<file path="src/design/bps_pkg.sv">
`default_nettype none
// ----------------------------------------------------------------------------
// bps_pkg
// Shared types and constants of the block predictor selector: register
// indexes, predictor codes, channel payloads and the front-to-back queue word.
// ----------------------------------------------------------------------------
package bps_pkg;

   // configuration port
   localparam int CSR_INDEX_W = 2;
   localparam int CSR_DATA_W  = 13;
   localparam int CFG_DIM_W   = 13;
   localparam int CFG_CHAN_W  = 3;
   localparam int CFG_BLOCK_W = 7;

   typedef enum logic [CSR_INDEX_W-1:0] {
      REG_IMAGE_WIDTH   = 2'd0,
      REG_IMAGE_HEIGHT  = 2'd1,
      REG_CHANNEL_COUNT = 2'd2,
      REG_BLOCK_SIZE    = 2'd3
   } reg_index_type;

   // data widths
   localparam int SAMPLE_W   = 8;
   localparam int SCORE_W    = 23;
   localparam int BLKNUM_W   = 24;
   localparam int FILTER_W   = 3;
   localparam int NUM_PRED   = 6;
   localparam logic [SCORE_W-1:0] SCORE_MAX = {SCORE_W{1'b1}};

   // predictor codes
   typedef enum logic [FILTER_W-1:0] {
      FILTER_NONE  = 3'd0,
      FILTER_LEFT  = 3'd1,
      FILTER_UP    = 3'd2,
      FILTER_AVG   = 3'd3,
      FILTER_PAETH = 3'd4,
      FILTER_LOCO  = 3'd5
   } filter_type;

   typedef logic [SAMPLE_W-1:0] sample_type;
   typedef logic [SCORE_W-1:0]  score_type;

   typedef struct packed {
      sample_type raw_sample;
      sample_type left_sample;
      sample_type up_sample;
      sample_type up_left_sample;
   } req_payload_type;

   typedef struct packed {
      logic [FILTER_W-1:0] best_filter;
      logic [BLKNUM_W-1:0] block_number;
      score_type           best_score;
   } rsp_payload_type;

   // queue between front and back
   localparam int QUEUE_DEPTH = 4;
   localparam int QPTR_W      = $clog2(QUEUE_DEPTH);
   localparam int QCNT_W      = $clog2(QUEUE_DEPTH + 1);

   // one classified sample, neighbors already zeroed at image borders
   typedef struct packed {
      logic                last_of_block;
      logic [BLKNUM_W-1:0] block_number;
      sample_type          raw_sample;
      sample_type          left_sample;
      sample_type          up_sample;
      sample_type          up_left_sample;
   } queue_word_type;

   typedef struct packed {
      logic full;
      logic empty;
   } queue_status_type;

endpackage
`default_nettype wire

</file>
<file path="src/design/bps_stream_if.sv">
`default_nettype none
// ----------------------------------------------------------------------------
// bps_stream_if
// Valid/ready stream channel; a word moves at a clock edge where valid and
// ready are both high.
// ----------------------------------------------------------------------------
interface bps_stream_if #(
   parameter type payload_type = logic
) ();
   logic        valid;
   logic        ready;
   payload_type payload;

   modport source (output valid, output payload, input ready);
   modport sink   (input valid, input payload, output ready);
endinterface
`default_nettype wire

</file>
<file path="src/design/bps_front.sv">
`default_nettype none
// ----------------------------------------------------------------------------
// bps_front
// Takes configuration writes and input samples, tracks the sample position
// inside the image, zeroes neighbors outside the image and marks the last
// sample of each block before pushing the word into the queue.
// ----------------------------------------------------------------------------
module bps_front import bps_pkg::*; #(
   parameter int MAX_DIM      = 4096,
   parameter int MAX_BLOCK    = 64,
   parameter int MAX_CHANNELS = 4
) (
   input  wire logic                   clock,
   input  wire logic                   reset,
   input  wire logic                   csr_we,
   input  wire logic [CSR_INDEX_W-1:0] csr_index,
   input  wire logic [CSR_DATA_W-1:0]  csr_wdata,
   bps_stream_if.sink                  req_ch,
   input  wire queue_status_type       q_status,
   output logic                        push_valid,
   output queue_word_type              push_word
);

   localparam int DW = $clog2(MAX_DIM);
   localparam int GW = ((DW > CFG_DIM_W) ? DW : CFG_DIM_W) + 1;
   localparam int BW = $clog2(MAX_BLOCK);
   localparam int CW = (MAX_CHANNELS > 1) ? $clog2(MAX_CHANNELS) : 1;
   localparam int RESET_BLOCK = (MAX_BLOCK < 8) ? MAX_BLOCK : 8;

   // configuration, held already clamped
   logic [CFG_DIM_W-1:0]   width_ff, width_in;
   logic [CFG_DIM_W-1:0]   height_ff, height_in;
   logic [CFG_CHAN_W-1:0]  chan_ff, chan_in;
   logic [CFG_BLOCK_W-1:0] bsize_ff, bsize_in;

   // position
   logic [CW-1:0]       ch_pos_ff, ch_pos_in;
   logic [BW-1:0]       col_ff, col_in;
   logic [BW-1:0]       row_ff, row_in;
   logic [DW-1:0]       org_x_ff, org_x_in;
   logic [DW-1:0]       org_y_ff, org_y_in;
   logic [BLKNUM_W-1:0] blk_cnt_ff, blk_cnt_in;

   logic          accept;
   logic          x_zero, y_zero;
   logic [GW-1:0] w_g, h_g, b_g, ox_g, oy_g;
   logic [GW-1:0] rem_x, rem_y, bw_g, bh_g, nx_g, ny_g;
   logic          last_ch, last_col, last_row, blk_end;
   logic          wrap_x, wrap_y;
   req_payload_type req_word;

   assign req_ch.ready = ~q_status.full;
   assign accept       = req_ch.valid & ~q_status.full;
   assign req_word     = req_payload_type'(req_ch.payload);

   // clamp on write
   always_comb begin
      width_in  = width_ff;
      height_in = height_ff;
      chan_in   = chan_ff;
      bsize_in  = bsize_ff;
      if (csr_we) begin
         case (reg_index_type'(csr_index))
            REG_IMAGE_WIDTH: begin
               if (csr_wdata == '0)
                  width_in = CFG_DIM_W'(1);
               else if (32'(csr_wdata) > MAX_DIM)
                  width_in = CFG_DIM_W'(MAX_DIM);
               else
                  width_in = csr_wdata;
            end
            REG_IMAGE_HEIGHT: begin
               if (csr_wdata == '0)
                  height_in = CFG_DIM_W'(1);
               else if (32'(csr_wdata) > MAX_DIM)
                  height_in = CFG_DIM_W'(MAX_DIM);
               else
                  height_in = csr_wdata;
            end
            REG_CHANNEL_COUNT: begin
               if (csr_wdata[CFG_CHAN_W-1:0] == '0)
                  chan_in = CFG_CHAN_W'(1);
               else if (32'(csr_wdata[CFG_CHAN_W-1:0]) > MAX_CHANNELS)
                  chan_in = CFG_CHAN_W'(MAX_CHANNELS);
               else
                  chan_in = csr_wdata[CFG_CHAN_W-1:0];
            end
            REG_BLOCK_SIZE: begin
               if (csr_wdata[CFG_BLOCK_W-1:0] == '0)
                  bsize_in = CFG_BLOCK_W'(1);
               else if (32'(csr_wdata[CFG_BLOCK_W-1:0]) > MAX_BLOCK)
                  bsize_in = CFG_BLOCK_W'(MAX_BLOCK);
               else
                  bsize_in = csr_wdata[CFG_BLOCK_W-1:0];
            end
            default: ;
         endcase
      end
   end

   // block extent and end-of-row/column/block tests
   always_comb begin
      w_g  = GW'(width_ff);
      h_g  = GW'(height_ff);
      b_g  = GW'(bsize_ff);
      ox_g = GW'(org_x_ff);
      oy_g = GW'(org_y_ff);
      rem_x = w_g - ox_g;
      rem_y = h_g - oy_g;
      if (ox_g < w_g)
         bw_g = (rem_x < b_g) ? rem_x : b_g;
      else
         bw_g = GW'(1);
      if (oy_g < h_g)
         bh_g = (rem_y < b_g) ? rem_y : b_g;
      else
         bh_g = GW'(1);
      last_ch  = (4'(ch_pos_ff) + 4'd1) >= 4'(chan_ff);
      last_col = (GW'(col_ff) + GW'(1)) >= bw_g;
      last_row = (GW'(row_ff) + GW'(1)) >= bh_g;
      blk_end  = last_ch & last_col & last_row;
      nx_g   = ox_g + b_g;
      ny_g   = oy_g + b_g;
      wrap_x = nx_g >= w_g;
      wrap_y = ny_g >= h_g;
      x_zero = (org_x_ff == '0) && (col_ff == '0);
      y_zero = (org_y_ff == '0) && (row_ff == '0);
   end

   // position update
   always_comb begin
      ch_pos_in  = ch_pos_ff;
      col_in     = col_ff;
      row_in     = row_ff;
      org_x_in   = org_x_ff;
      org_y_in   = org_y_ff;
      blk_cnt_in = blk_cnt_ff;
      if (accept) begin
         ch_pos_in = last_ch ? '0 : ch_pos_ff + CW'(1);
         if (last_ch) begin
            col_in = last_col ? '0 : col_ff + BW'(1);
         end
         if (last_ch && last_col) begin
            row_in = last_row ? '0 : row_ff + BW'(1);
         end
         if (blk_end) begin
            if (!wrap_x) begin
               org_x_in   = DW'(nx_g);
               blk_cnt_in = blk_cnt_ff + BLKNUM_W'(1);
            end else begin
               org_x_in = '0;
               if (wrap_y) begin
                  org_y_in   = '0;
                  blk_cnt_in = '0;
               end else begin
                  org_y_in   = DW'(ny_g);
                  blk_cnt_in = blk_cnt_ff + BLKNUM_W'(1);
               end
            end
         end
      end
   end

   // queue word
   always_comb begin
      push_valid                = accept;
      push_word.last_of_block   = blk_end;
      push_word.block_number    = blk_cnt_ff;
      push_word.raw_sample      = req_word.raw_sample;
      push_word.left_sample     = x_zero ? '0 : req_word.left_sample;
      push_word.up_sample       = y_zero ? '0 : req_word.up_sample;
      push_word.up_left_sample  = (x_zero | y_zero) ? '0 : req_word.up_left_sample;
   end

   always_ff @(posedge clock) begin
      if (reset) begin
         width_ff   <= CFG_DIM_W'(1);
         height_ff  <= CFG_DIM_W'(1);
         chan_ff    <= CFG_CHAN_W'(1);
         bsize_ff   <= CFG_BLOCK_W'(RESET_BLOCK);
         ch_pos_ff  <= '0;
         col_ff     <= '0;
         row_ff     <= '0;
         org_x_ff   <= '0;
         org_y_ff   <= '0;
         blk_cnt_ff <= '0;
      end else begin
         width_ff   <= width_in;
         height_ff  <= height_in;
         chan_ff    <= chan_in;
         bsize_ff   <= bsize_in;
         ch_pos_ff  <= ch_pos_in;
         col_ff     <= col_in;
         row_ff     <= row_in;
         org_x_ff   <= org_x_in;
         org_y_ff   <= org_y_in;
         blk_cnt_ff <= blk_cnt_in;
      end
   end

endmodule
`default_nettype wire

</file>
<file path="src/design/bps_queue.sv">
`default_nettype none
// ----------------------------------------------------------------------------
// bps_queue
// Short first-in first-out queue of classified samples between the front
// and the back; the head word is visible while the queue is not empty.
// ----------------------------------------------------------------------------
module bps_queue import bps_pkg::*; (
   input  wire logic             clock,
   input  wire logic             reset,
   input  wire logic             push_valid,
   input  wire queue_word_type   push_word,
   input  wire logic             pop,
   output queue_word_type        head_word,
   output queue_status_type      q_status
);

   queue_word_type      q_ff [QUEUE_DEPTH];
   logic [QPTR_W-1:0]   wr_ptr_ff, wr_ptr_in;
   logic [QPTR_W-1:0]   rd_ptr_ff, rd_ptr_in;
   logic [QCNT_W-1:0]   count_ff, count_in;
   logic                do_push, do_pop;

   assign q_status.full  = (count_ff == QCNT_W'(QUEUE_DEPTH));
   assign q_status.empty = (count_ff == '0);
   assign do_push        = push_valid & ~q_status.full;
   assign do_pop         = pop & ~q_status.empty;
   assign head_word      = q_ff[rd_ptr_ff];

   // pointer and fill count
   always_comb begin
      wr_ptr_in = do_push ? wr_ptr_ff + QPTR_W'(1) : wr_ptr_ff;
      rd_ptr_in = do_pop  ? rd_ptr_ff + QPTR_W'(1) : rd_ptr_ff;
      count_in  = count_ff;
      if (do_push && !do_pop)
         count_in = count_ff + QCNT_W'(1);
      else if (do_pop && !do_push)
         count_in = count_ff - QCNT_W'(1);
   end

   always_ff @(posedge clock) begin
      if (reset) begin
         wr_ptr_ff <= '0;
         rd_ptr_ff <= '0;
         count_ff  <= '0;
      end else begin
         wr_ptr_ff <= wr_ptr_in;
         rd_ptr_ff <= rd_ptr_in;
         count_ff  <= count_in;
      end
   end

   // storage
   always_ff @(posedge clock) begin
      if (do_push)
         q_ff[wr_ptr_ff] <= push_word;
   end

   a_push_counts: assert property (@(posedge clock) disable iff (reset)
      do_push && !do_pop |=> count_ff == $past(count_ff) + QCNT_W'(1))
      else $error("queue count did not follow a push");

   a_pop_counts: assert property (@(posedge clock) disable iff (reset)
      do_pop && !do_push |=> count_ff == $past(count_ff) - QCNT_W'(1))
      else $error("queue count did not follow a pop");

endmodule
`default_nettype wire

</file>
<file path="src/design/bps_back.sv">
`default_nettype none
// ----------------------------------------------------------------------------
// bps_back
// Runs the six predictors on each queued sample, accumulates the absolute
// errors, and at the end of a block picks the lowest score through a
// two-level compare tree into the result register.
// ----------------------------------------------------------------------------
module bps_back import bps_pkg::*; (
   input  wire logic             clock,
   input  wire logic             reset,
   input  wire queue_status_type q_status,
   input  wire queue_word_type   head_word,
   output logic                  pop,
   bps_stream_if.source          rsp_ch
);

   typedef struct packed {
      filter_type idx;
      score_type  score;
   } cand_type;

   // pipeline advance; only a stalled result register holds it
   logic en;

   // stage 1: prediction errors
   logic                s1_valid_ff, s1_valid_in;
   logic                s1_last_ff;
   logic [BLKNUM_W-1:0] s1_blk_ff;
   sample_type          s1_err_ff [NUM_PRED];
   sample_type          err_in    [NUM_PRED];

   // stage 2: accumulators and finished block sums
   score_type           acc_ff [NUM_PRED];
   score_type           acc_in [NUM_PRED];
   score_type           sat_sum [NUM_PRED];
   score_type           fin_ff [NUM_PRED];
   logic                fin_valid_ff, fin_valid_in;
   logic [BLKNUM_W-1:0] fin_blk_ff;

   // stage 3: pair winners
   cand_type            pair_ff [3];
   cand_type            pair_in [3];
   logic                pair_valid_ff;
   logic [BLKNUM_W-1:0] pair_blk_ff;

   // result register
   logic                rsp_valid_ff;
   cand_type            best_ff, best_in;
   logic [BLKNUM_W-1:0] rsp_blk_ff;

   sample_type l, u, ul, raw;
   sample_type p_avg, p_paeth, p_loco, mx, mn;
   logic [SAMPLE_W:0] dl, du, dul, sum_lu, two_ul;
   sample_type pred [NUM_PRED];

   function automatic sample_type abs_diff(input sample_type a, input sample_type b);
      return (a > b) ? a - b : b - a;
   endfunction

   function automatic cand_type pick(input cand_type a, input cand_type b);
      return (b.score < a.score) ? b : a;
   endfunction

   assign en          = ~rsp_valid_ff | rsp_ch.ready;
   assign pop         = en;
   assign s1_valid_in = ~q_status.empty;

   // predictors
   always_comb begin
      raw = head_word.raw_sample;
      l   = head_word.left_sample;
      u   = head_word.up_sample;
      ul  = head_word.up_left_sample;
      sum_lu = (SAMPLE_W+1)'(l) + (SAMPLE_W+1)'(u);
      two_ul = {ul, 1'b0};
      p_avg  = sum_lu[SAMPLE_W:1];
      dl  = (SAMPLE_W+1)'(abs_diff(u, ul));
      du  = (SAMPLE_W+1)'(abs_diff(l, ul));
      dul = (sum_lu > two_ul) ? sum_lu - two_ul : two_ul - sum_lu;
      if (dl <= du && dl <= dul)
         p_paeth = l;
      else if (du <= dul)
         p_paeth = u;
      else
         p_paeth = ul;
      mx = (l > u) ? l : u;
      mn = (l < u) ? l : u;
      if (ul >= mx)
         p_loco = mn;
      else if (ul <= mn)
         p_loco = mx;
      else
         p_loco = SAMPLE_W'(sum_lu - (SAMPLE_W+1)'(ul));
      pred[FILTER_NONE]  = '0;
      pred[FILTER_LEFT]  = l;
      pred[FILTER_UP]    = u;
      pred[FILTER_AVG]   = p_avg;
      pred[FILTER_PAETH] = p_paeth;
      pred[FILTER_LOCO]  = p_loco;
      for (int k = 0; k < NUM_PRED; k++)
         err_in[k] = abs_diff(raw, pred[k]);
   end

   // saturating accumulate, cleared after the last sample of a block
   always_comb begin
      logic [SCORE_W:0] sum;
      for (int k = 0; k < NUM_PRED; k++) begin
         sum = (SCORE_W+1)'(acc_ff[k]) + (SCORE_W+1)'(s1_err_ff[k]);
         sat_sum[k] = sum[SCORE_W] ? SCORE_MAX : sum[SCORE_W-1:0];
         acc_in[k]  = acc_ff[k];
         if (en && s1_valid_ff)
            acc_in[k] = s1_last_ff ? '0 : sat_sum[k];
      end
      fin_valid_in = s1_valid_ff & s1_last_ff;
   end

   // compare tree, lower index wins ties
   always_comb begin
      pair_in[0] = pick('{idx: FILTER_NONE,  score: fin_ff[FILTER_NONE]},
                        '{idx: FILTER_LEFT,  score: fin_ff[FILTER_LEFT]});
      pair_in[1] = pick('{idx: FILTER_UP,    score: fin_ff[FILTER_UP]},
                        '{idx: FILTER_AVG,   score: fin_ff[FILTER_AVG]});
      pair_in[2] = pick('{idx: FILTER_PAETH, score: fin_ff[FILTER_PAETH]},
                        '{idx: FILTER_LOCO,  score: fin_ff[FILTER_LOCO]});
      best_in = pick(pick(pair_ff[0], pair_ff[1]), pair_ff[2]);
   end

   // stage valids and accumulators
   always_ff @(posedge clock) begin
      if (reset) begin
         s1_valid_ff   <= 1'b0;
         fin_valid_ff  <= 1'b0;
         pair_valid_ff <= 1'b0;
         rsp_valid_ff  <= 1'b0;
         for (int k = 0; k < NUM_PRED; k++)
            acc_ff[k] <= '0;
      end else begin
         if (en) begin
            s1_valid_ff   <= s1_valid_in;
            fin_valid_ff  <= fin_valid_in;
            pair_valid_ff <= fin_valid_ff;
            rsp_valid_ff  <= pair_valid_ff;
         end
         for (int k = 0; k < NUM_PRED; k++)
            acc_ff[k] <= acc_in[k];
      end
   end

   // stage payloads
   always_ff @(posedge clock) begin
      if (en) begin
         s1_last_ff <= head_word.last_of_block;
         s1_blk_ff  <= head_word.block_number;
         for (int k = 0; k < NUM_PRED; k++)
            s1_err_ff[k] <= err_in[k];
         if (fin_valid_in) begin
            for (int k = 0; k < NUM_PRED; k++)
               fin_ff[k] <= sat_sum[k];
            fin_blk_ff <= s1_blk_ff;
         end
         for (int p = 0; p < 3; p++)
            pair_ff[p] <= pair_in[p];
         pair_blk_ff <= fin_blk_ff;
         best_ff     <= best_in;
         rsp_blk_ff  <= pair_blk_ff;
      end
   end

   assign rsp_ch.valid                = rsp_valid_ff;
   assign rsp_ch.payload.best_filter  = best_ff.idx;
   assign rsp_ch.payload.block_number = rsp_blk_ff;
   assign rsp_ch.payload.best_score   = best_ff.score;

   a_stall_holds: assert property (@(posedge clock) disable iff (reset)
      !en |=> $stable(s1_valid_ff) && $stable(fin_valid_ff) && $stable(pair_valid_ff))
      else $error("back pipeline moved while the result was stalled");

   a_block_clears: assert property (@(posedge clock) disable iff (reset)
      en && s1_valid_ff && s1_last_ff |=> acc_ff[0] == '0 && acc_ff[NUM_PRED-1] == '0)
      else $error("error sums not cleared after block end");

endmodule
`default_nettype wire

</file>
<file path="src/design/block_predictor_selector_unit.sv">
`default_nettype none
// ----------------------------------------------------------------------------
// block_predictor_selector_unit
// Per-block predictor selector: scores six sample predictors over square
// blocks and reports the best one at the end of each block.
// ----------------------------------------------------------------------------
// The unit takes one sample word per clock cycle, sustained, as long as the
// result side keeps up. The front classifies each sample in the cycle it is
// accepted and writes it into a four-word queue; the back computes all six
// predictors in one stage and updates the six error sums in the next, so one
// sample per cycle is the rate set by that predictor stage and accumulator
// stage. With the queue empty, a block's result, after the clock edge that
// accepts the block's last sample, passes through the prediction, accumulation,
// pair compare and result registers behind the queue to the result channel.
// While a result waits, the back holds and the queue keeps taking
// samples until it is full. Configuration writes take effect on the next
// sample and may only be issued while the unit is idle.
// ----------------------------------------------------------------------------
module block_predictor_selector_unit import bps_pkg::*; #(
   parameter int MAX_DIM      = 4096,
   parameter int MAX_BLOCK    = 64,
   parameter int MAX_CHANNELS = 4
) (
   input  wire logic                   clock,
   input  wire logic                   reset,
   input  wire logic                   csr_we,
   input  wire logic [CSR_INDEX_W-1:0] csr_index,
   input  wire logic [CSR_DATA_W-1:0]  csr_wdata,
   bps_stream_if.sink                  req_ch,
   bps_stream_if.source                rsp_ch
);

   queue_status_type q_status;
   logic             push_valid;
   queue_word_type   push_word;
   queue_word_type   head_word;
   logic             pop;

   bps_front #(
      .MAX_DIM      (MAX_DIM),
      .MAX_BLOCK    (MAX_BLOCK),
      .MAX_CHANNELS (MAX_CHANNELS)
   ) u_front (
      .clock      (clock),
      .reset      (reset),
      .csr_we     (csr_we),
      .csr_index  (csr_index),
      .csr_wdata  (csr_wdata),
      .req_ch     (req_ch),
      .q_status   (q_status),
      .push_valid (push_valid),
      .push_word  (push_word)
   );

   bps_queue u_queue (
      .clock      (clock),
      .reset      (reset),
      .push_valid (push_valid),
      .push_word  (push_word),
      .pop        (pop),
      .head_word  (head_word),
      .q_status   (q_status)
   );

   bps_back u_back (
      .clock     (clock),
      .reset     (reset),
      .q_status  (q_status),
      .head_word (head_word),
      .pop       (pop),
      .rsp_ch    (rsp_ch)
   );

endmodule
`default_nettype wire

</file>
<file path="src/flat_wrapper.sv">
// flat-port wrapper written by rule: the top's interface ports become plain ports
module block_predictor_selector_unit_flat import bps_pkg::*;
#(
   parameter int MAX_DIM      = 4096,
   parameter int MAX_BLOCK    = 64,
   parameter int MAX_CHANNELS = 4
)
  (clock, reset, csr_we, csr_index, csr_wdata, req_ch_valid, req_ch_payload, req_ch_ready, rsp_ch_valid, rsp_ch_payload, rsp_ch_ready);
  bps_stream_if #(.payload_type(req_payload_type)) req_ch_i ();
  bps_stream_if #(.payload_type(rsp_payload_type)) rsp_ch_i ();
  input  wire logic clock;
  input  wire logic reset;
  input  wire logic csr_we;
  input  wire logic [CSR_INDEX_W-1:0] csr_index;
  input  wire logic [CSR_DATA_W-1:0] csr_wdata;
  input wire logic [$bits(req_ch_i.valid)-1:0] req_ch_valid;
  input wire logic [$bits(req_ch_i.payload)-1:0] req_ch_payload;
  output wire logic [$bits(req_ch_i.ready)-1:0] req_ch_ready;
  output wire logic [$bits(rsp_ch_i.valid)-1:0] rsp_ch_valid;
  output wire logic [$bits(rsp_ch_i.payload)-1:0] rsp_ch_payload;
  input wire logic [$bits(rsp_ch_i.ready)-1:0] rsp_ch_ready;
  assign req_ch_i.valid = req_ch_valid;
  assign req_ch_i.payload = req_ch_payload;
  assign req_ch_ready = req_ch_i.ready;
  assign rsp_ch_valid = rsp_ch_i.valid;
  assign rsp_ch_payload = rsp_ch_i.payload;
  assign rsp_ch_i.ready = rsp_ch_ready;
  block_predictor_selector_unit #(.MAX_DIM(MAX_DIM), .MAX_BLOCK(MAX_BLOCK), .MAX_CHANNELS(MAX_CHANNELS)) u_core (.clock(clock), .reset(reset), .csr_we(csr_we), .csr_index(csr_index), .csr_wdata(csr_wdata), .req_ch(req_ch_i), .rsp_ch(rsp_ch_i));
endmodule
</file>
<file path="config.mk">
export PLATFORM = sky130hd
export DESIGN_NAME = block_predictor_selector_unit_flat
export DESIGN_NICKNAME = d
export VERILOG_FILES = /design/src/design/bps_pkg.sv /design/src/design/bps_stream_if.sv /design/src/design/bps_front.sv /design/src/design/bps_queue.sv /design/src/design/bps_back.sv /design/src/design/block_predictor_selector_unit.sv /design/src/flat_wrapper.sv
export SDC_FILE = /design/constraint.sdc
export NUM_CORES = 2
export LEC_CHECK = 0
export BUFFER_PORTS_ARGS = -buffer_cell sky130_fd_sc_hd__buf_2
export CORE_MARGIN = 8
export CORE_UTILIZATION = 45
export DETAILED_ROUTE_END_ITERATION = 8
export PLACE_DENSITY = 0.7
export SLEW_MARGIN = 10
export SYNTH_ARGS = -nofsm -noshare
export SYNTH_HDL_FRONTEND = slang
export SYNTH_SLANG_ARGS = --single-unit
</file>
<file path="constraint.sdc">
create_clock -name clock -period 13.6 [get_ports clock]
set_input_delay 2.04 -clock clock [delete_from_list [all_inputs] [get_ports clock]]
set_output_delay 2.04 -clock clock [all_outputs]
set_load 0.1 [all_outputs]
</file>
==> impl_metrics.yaml <==
outcome:
  status: "complete, no violations"
yosys:
  synth_ff_type: "edfxtp_1"
  synth_fp_nets: 4860
  synth-edff-count: 609
  synth_top_area_share_pct: 37.81
  synth_top_cell_by_area: "edfxtp_1"
  synth_warnings: 0
  avgSynthCellArea_um2: 11.15
  netlist_area_um2: 48370
  synth.area.top_cells: "edfxtp_1 (38%), ha_1 (11%), dfxtp_1 (10%), a21oi_1 (2.8%), inv_1 (2.8%)"
  ys_seq_area_share_pct: 48.12
  syn_inst: 4337
  synth-async-reset-ratio_pct: 0
  synth-seq-cells: 858
  synth_cell_types: 94
clock_tree:
  clk_pin_slew_ps: 60
  clock_path_buffers: 3
  cts.sinks: 858
  cts_resized: 0
  cts_tree: "done"
  clk_latency_ps: 660
  cts_hold_buf: 0
  cts_made_buffers: 93
  htreeDepth: 3
  cts_root_buf: "clkbuf_16"
  cts_setup_buffers: 0
sta:
  max_slew.worst_pin.slew_ps: 1185
  hold_violations: 0
  slew_headroom_pct: 20.98
  setup_viol: 0
  rsz0062_at_grt: "no"
  fmax_mhz: 95.71
  final_max_slew_viol_count: 0
  hold_ws_ps: 412.8
  tns_ps: 0
  fin_crit_sh_pct: 76.83
  setup_ws_ps: 3152
  fin_skew_ps: 27.98
  min_period_ps: 10450
layout:
  layoutNonFillerInstCount: 5921
  area_growth_pct: 10.72
  fillers: 9311
  drive_above_1_share_pct: 11.63
  final_common_cell: "edfxtp_1"
  fin_nets: 4963
  final_cell_mix: "edfxtp_1 (609), ha_1 (442), inv_1 (355), nand2_1 (306), a21oi_1 (272)"
setup_path:
  cp_max_fo: 29
  max_stage_delay_ps: 790
  r2r_cells: 39
  cp.arrival_ps: 10830
  cp-end-kind: "register"
  path_class: "reg2reg"
  cpMaxStageDelayCell: "mux4_2"
  r2r_end: "u_core.u_back.s1_err_ff[4][7]"
  ff2ff_setup_slack_ps: 3150
  critPathLaunchType: "register"
  worstPathRequired_ps: 13980
routing:
  ant_nets: 0
  via_per_inst: 5.622
  drt-pass1-iter-count: 5
  wire_per_inst_um: 19.83
  drc: 0
  drt_iter0_markers: 2189
  drt_wl_total_um: 117400
  route.vias.total: 33290
global_routing:
  grt_usage_pct: 19.41
  grt_pass1_vias: 32700
  grt_pass1_wl_um: 182600
  overflow: 0
  grt_start_max_net_pins: 88
  antenna_found_initial: 6
floorplan:
  fp.dieArea_um2: 118200
  fp.dieH_um: 343.8
  num_rows: 120
  core-area_um2: 106900
  io_pins: 104
  die_x_um: 343.8
  start_util_pct: 45.24
placed_design:
  io_buffers: 103
  gp_congestion: 0.9458
  place_ws_ps: 3324
  place_inst: 5748
  dp_hpwl_um: 84590
worst_hold_path:
  whs_path_depth: 0
  holdCritStartpoint: "u_core.u_back.fin_blk_ff[2]"
  worstHoldEndpoint: "u_core.u_back.pair_blk_ff[2]"
  hold_class: "reg2reg"
flow_run:
  maxCapViolations: 0
cell type report:
cell class	instances	area, um2	area share [%]
multi-input cells	2995	23280	43.47
flip-flops and latches	858	23280	43.47
clock buffers	114	2541	4.745
well taps	1403	1755	3.278
inverters	357	1348	2.516
repair buffers	135	758.2	1.416
clock inverters	55	581.8	1.086
diodes	4	10.01	0.01869
synthesized netlist by cell type (8+ instances only):
cell type and number:
edfxtp_1 609, ha_1 442, inv_1 356, nand2_1 306, a21oi_1 272, nor2_1 254, dfxtp_1 249, o21ai_0 198
xnor2_1 130, a21o_1 125, mux2_2 115, mux2i_1 105, clkbuf_1 93, a22o_1 86, nand3_1 85, nor2b_1 78
nor3_1 70, nand4_1 62, xor2_1 62, mux4_2 59, nand2b_1 50, and3_1 40, o21a_1 34, fa_1 29
a31oi_1 26, and2_1 26, a211oi_1 25, o21bai_1 24, a21boi_0 22, nor4_1 21, buf_2 20, a22oi_1 19
or2_2 16, or3_1 16, and4_1 15, o31ai_1 15, a211o_1 14, o21ai_1 12, o22ai_1 12, buf_1 10
o2bb2ai_1 10, nor3b_1 9, a221oi_1 8, o211ai_1 8
per-stage QoR:
stage / instance area (um2) / util, %
global route: 53540 / 50.09
CTS: 53540 / 50.08
detailed placement: 50420 / 47.16
finish: 53550 / 50.09
floorplan: 48370 / -
global placement: 50420 / 47.16
critical path: cells and delay by family (launching register included):
family	cells	cell delay [ps]
AOI/OAI and AO/OA	16	3470
adders and majority gates	6	1850
muxes	3	1500
and+or+nand+nor	6	1200
buffers and inverters	5	740
DFF	1	710
xor gates and xnor gates	3	710
registers in the layout (all words and copies together) (netlist names), 7 cells and up, named ones only:
register / flops
u_core.u_queue.q_ff: 228
u_core.u_back.acc_ff: 138
u_core.u_back.fin_ff: 138
u_core.u_back.pair_ff: 72
u_core.u_back.s1_err_ff: 48
u_core.u_back.rsp_ch.payload: 26
u_core.u_back.fin_blk_ff: 24
u_core.u_back.pair_blk_ff: 24
u_core.u_back.rsp_blk_ff: 24
u_core.u_back.s1_blk_ff: 24
u_core.u_front.blk_cnt_ff: 24
u_core.u_front.height_ff: 13
u_core.u_front.width_ff: 13
u_core.u_front.org_x_ff: 12
u_core.u_front.org_y_ff: 12
u_core.u_front.bsize_ff: 7
kinds of logic after synthesis:
family / Yosys count / share of synthesized area [%]
compound gates: 970 / 13.22
fa+ha+maj: 472 / 12.66
xor+xnor: 194 / 3.544
mux: 282 / 7.706
flops: 858 / 48.12
simple gates: 1077 / 10.89
buf+inv: 484 / 3.870
metal layers:
| layer | global-route usage, % | part of all wire [%] | vias to the layer above |
|---|---|---|---|
| met1 | 25.96 | 45 | 16100 |
| met5 | 0 | 0.011 | - |
| met2 | 32.37 | 47 | 857 |
| met4 | 6.265 | 3.0 | 2 |
| met3 | 2.907 | 5.4 | 208 |
| li1 | - | - | 16120 |
worst max path at each step:
stage / start / endpoint / slack [ps] / depth (start not counted)
3_5_place_dp: register / u_core.u_back.s1_err_ff[4][7] / 3320 / 39
5_1_grt: register / u_core.u_back.s1_err_ff[4][7] / 2490 / 39
4_1_cts: register / u_core.u_back.s1_err_ff[4][7] / 3290 / 39
3_3_place_gp: register / u_core.u_back.s1_err_ff[4][7] / 3330 / 39
2_1_floorplan: rsp_ch_ready / u_core.u_back.acc_ff[4][13] / 2160 / 6
6_report: register / u_core.u_back.s1_err_ff[4][7] / 3150 / 39
Power is left out: the tool's default activity adds up to more than one toggle a clock period on the data nets, which glitch-free logic cannot reach.
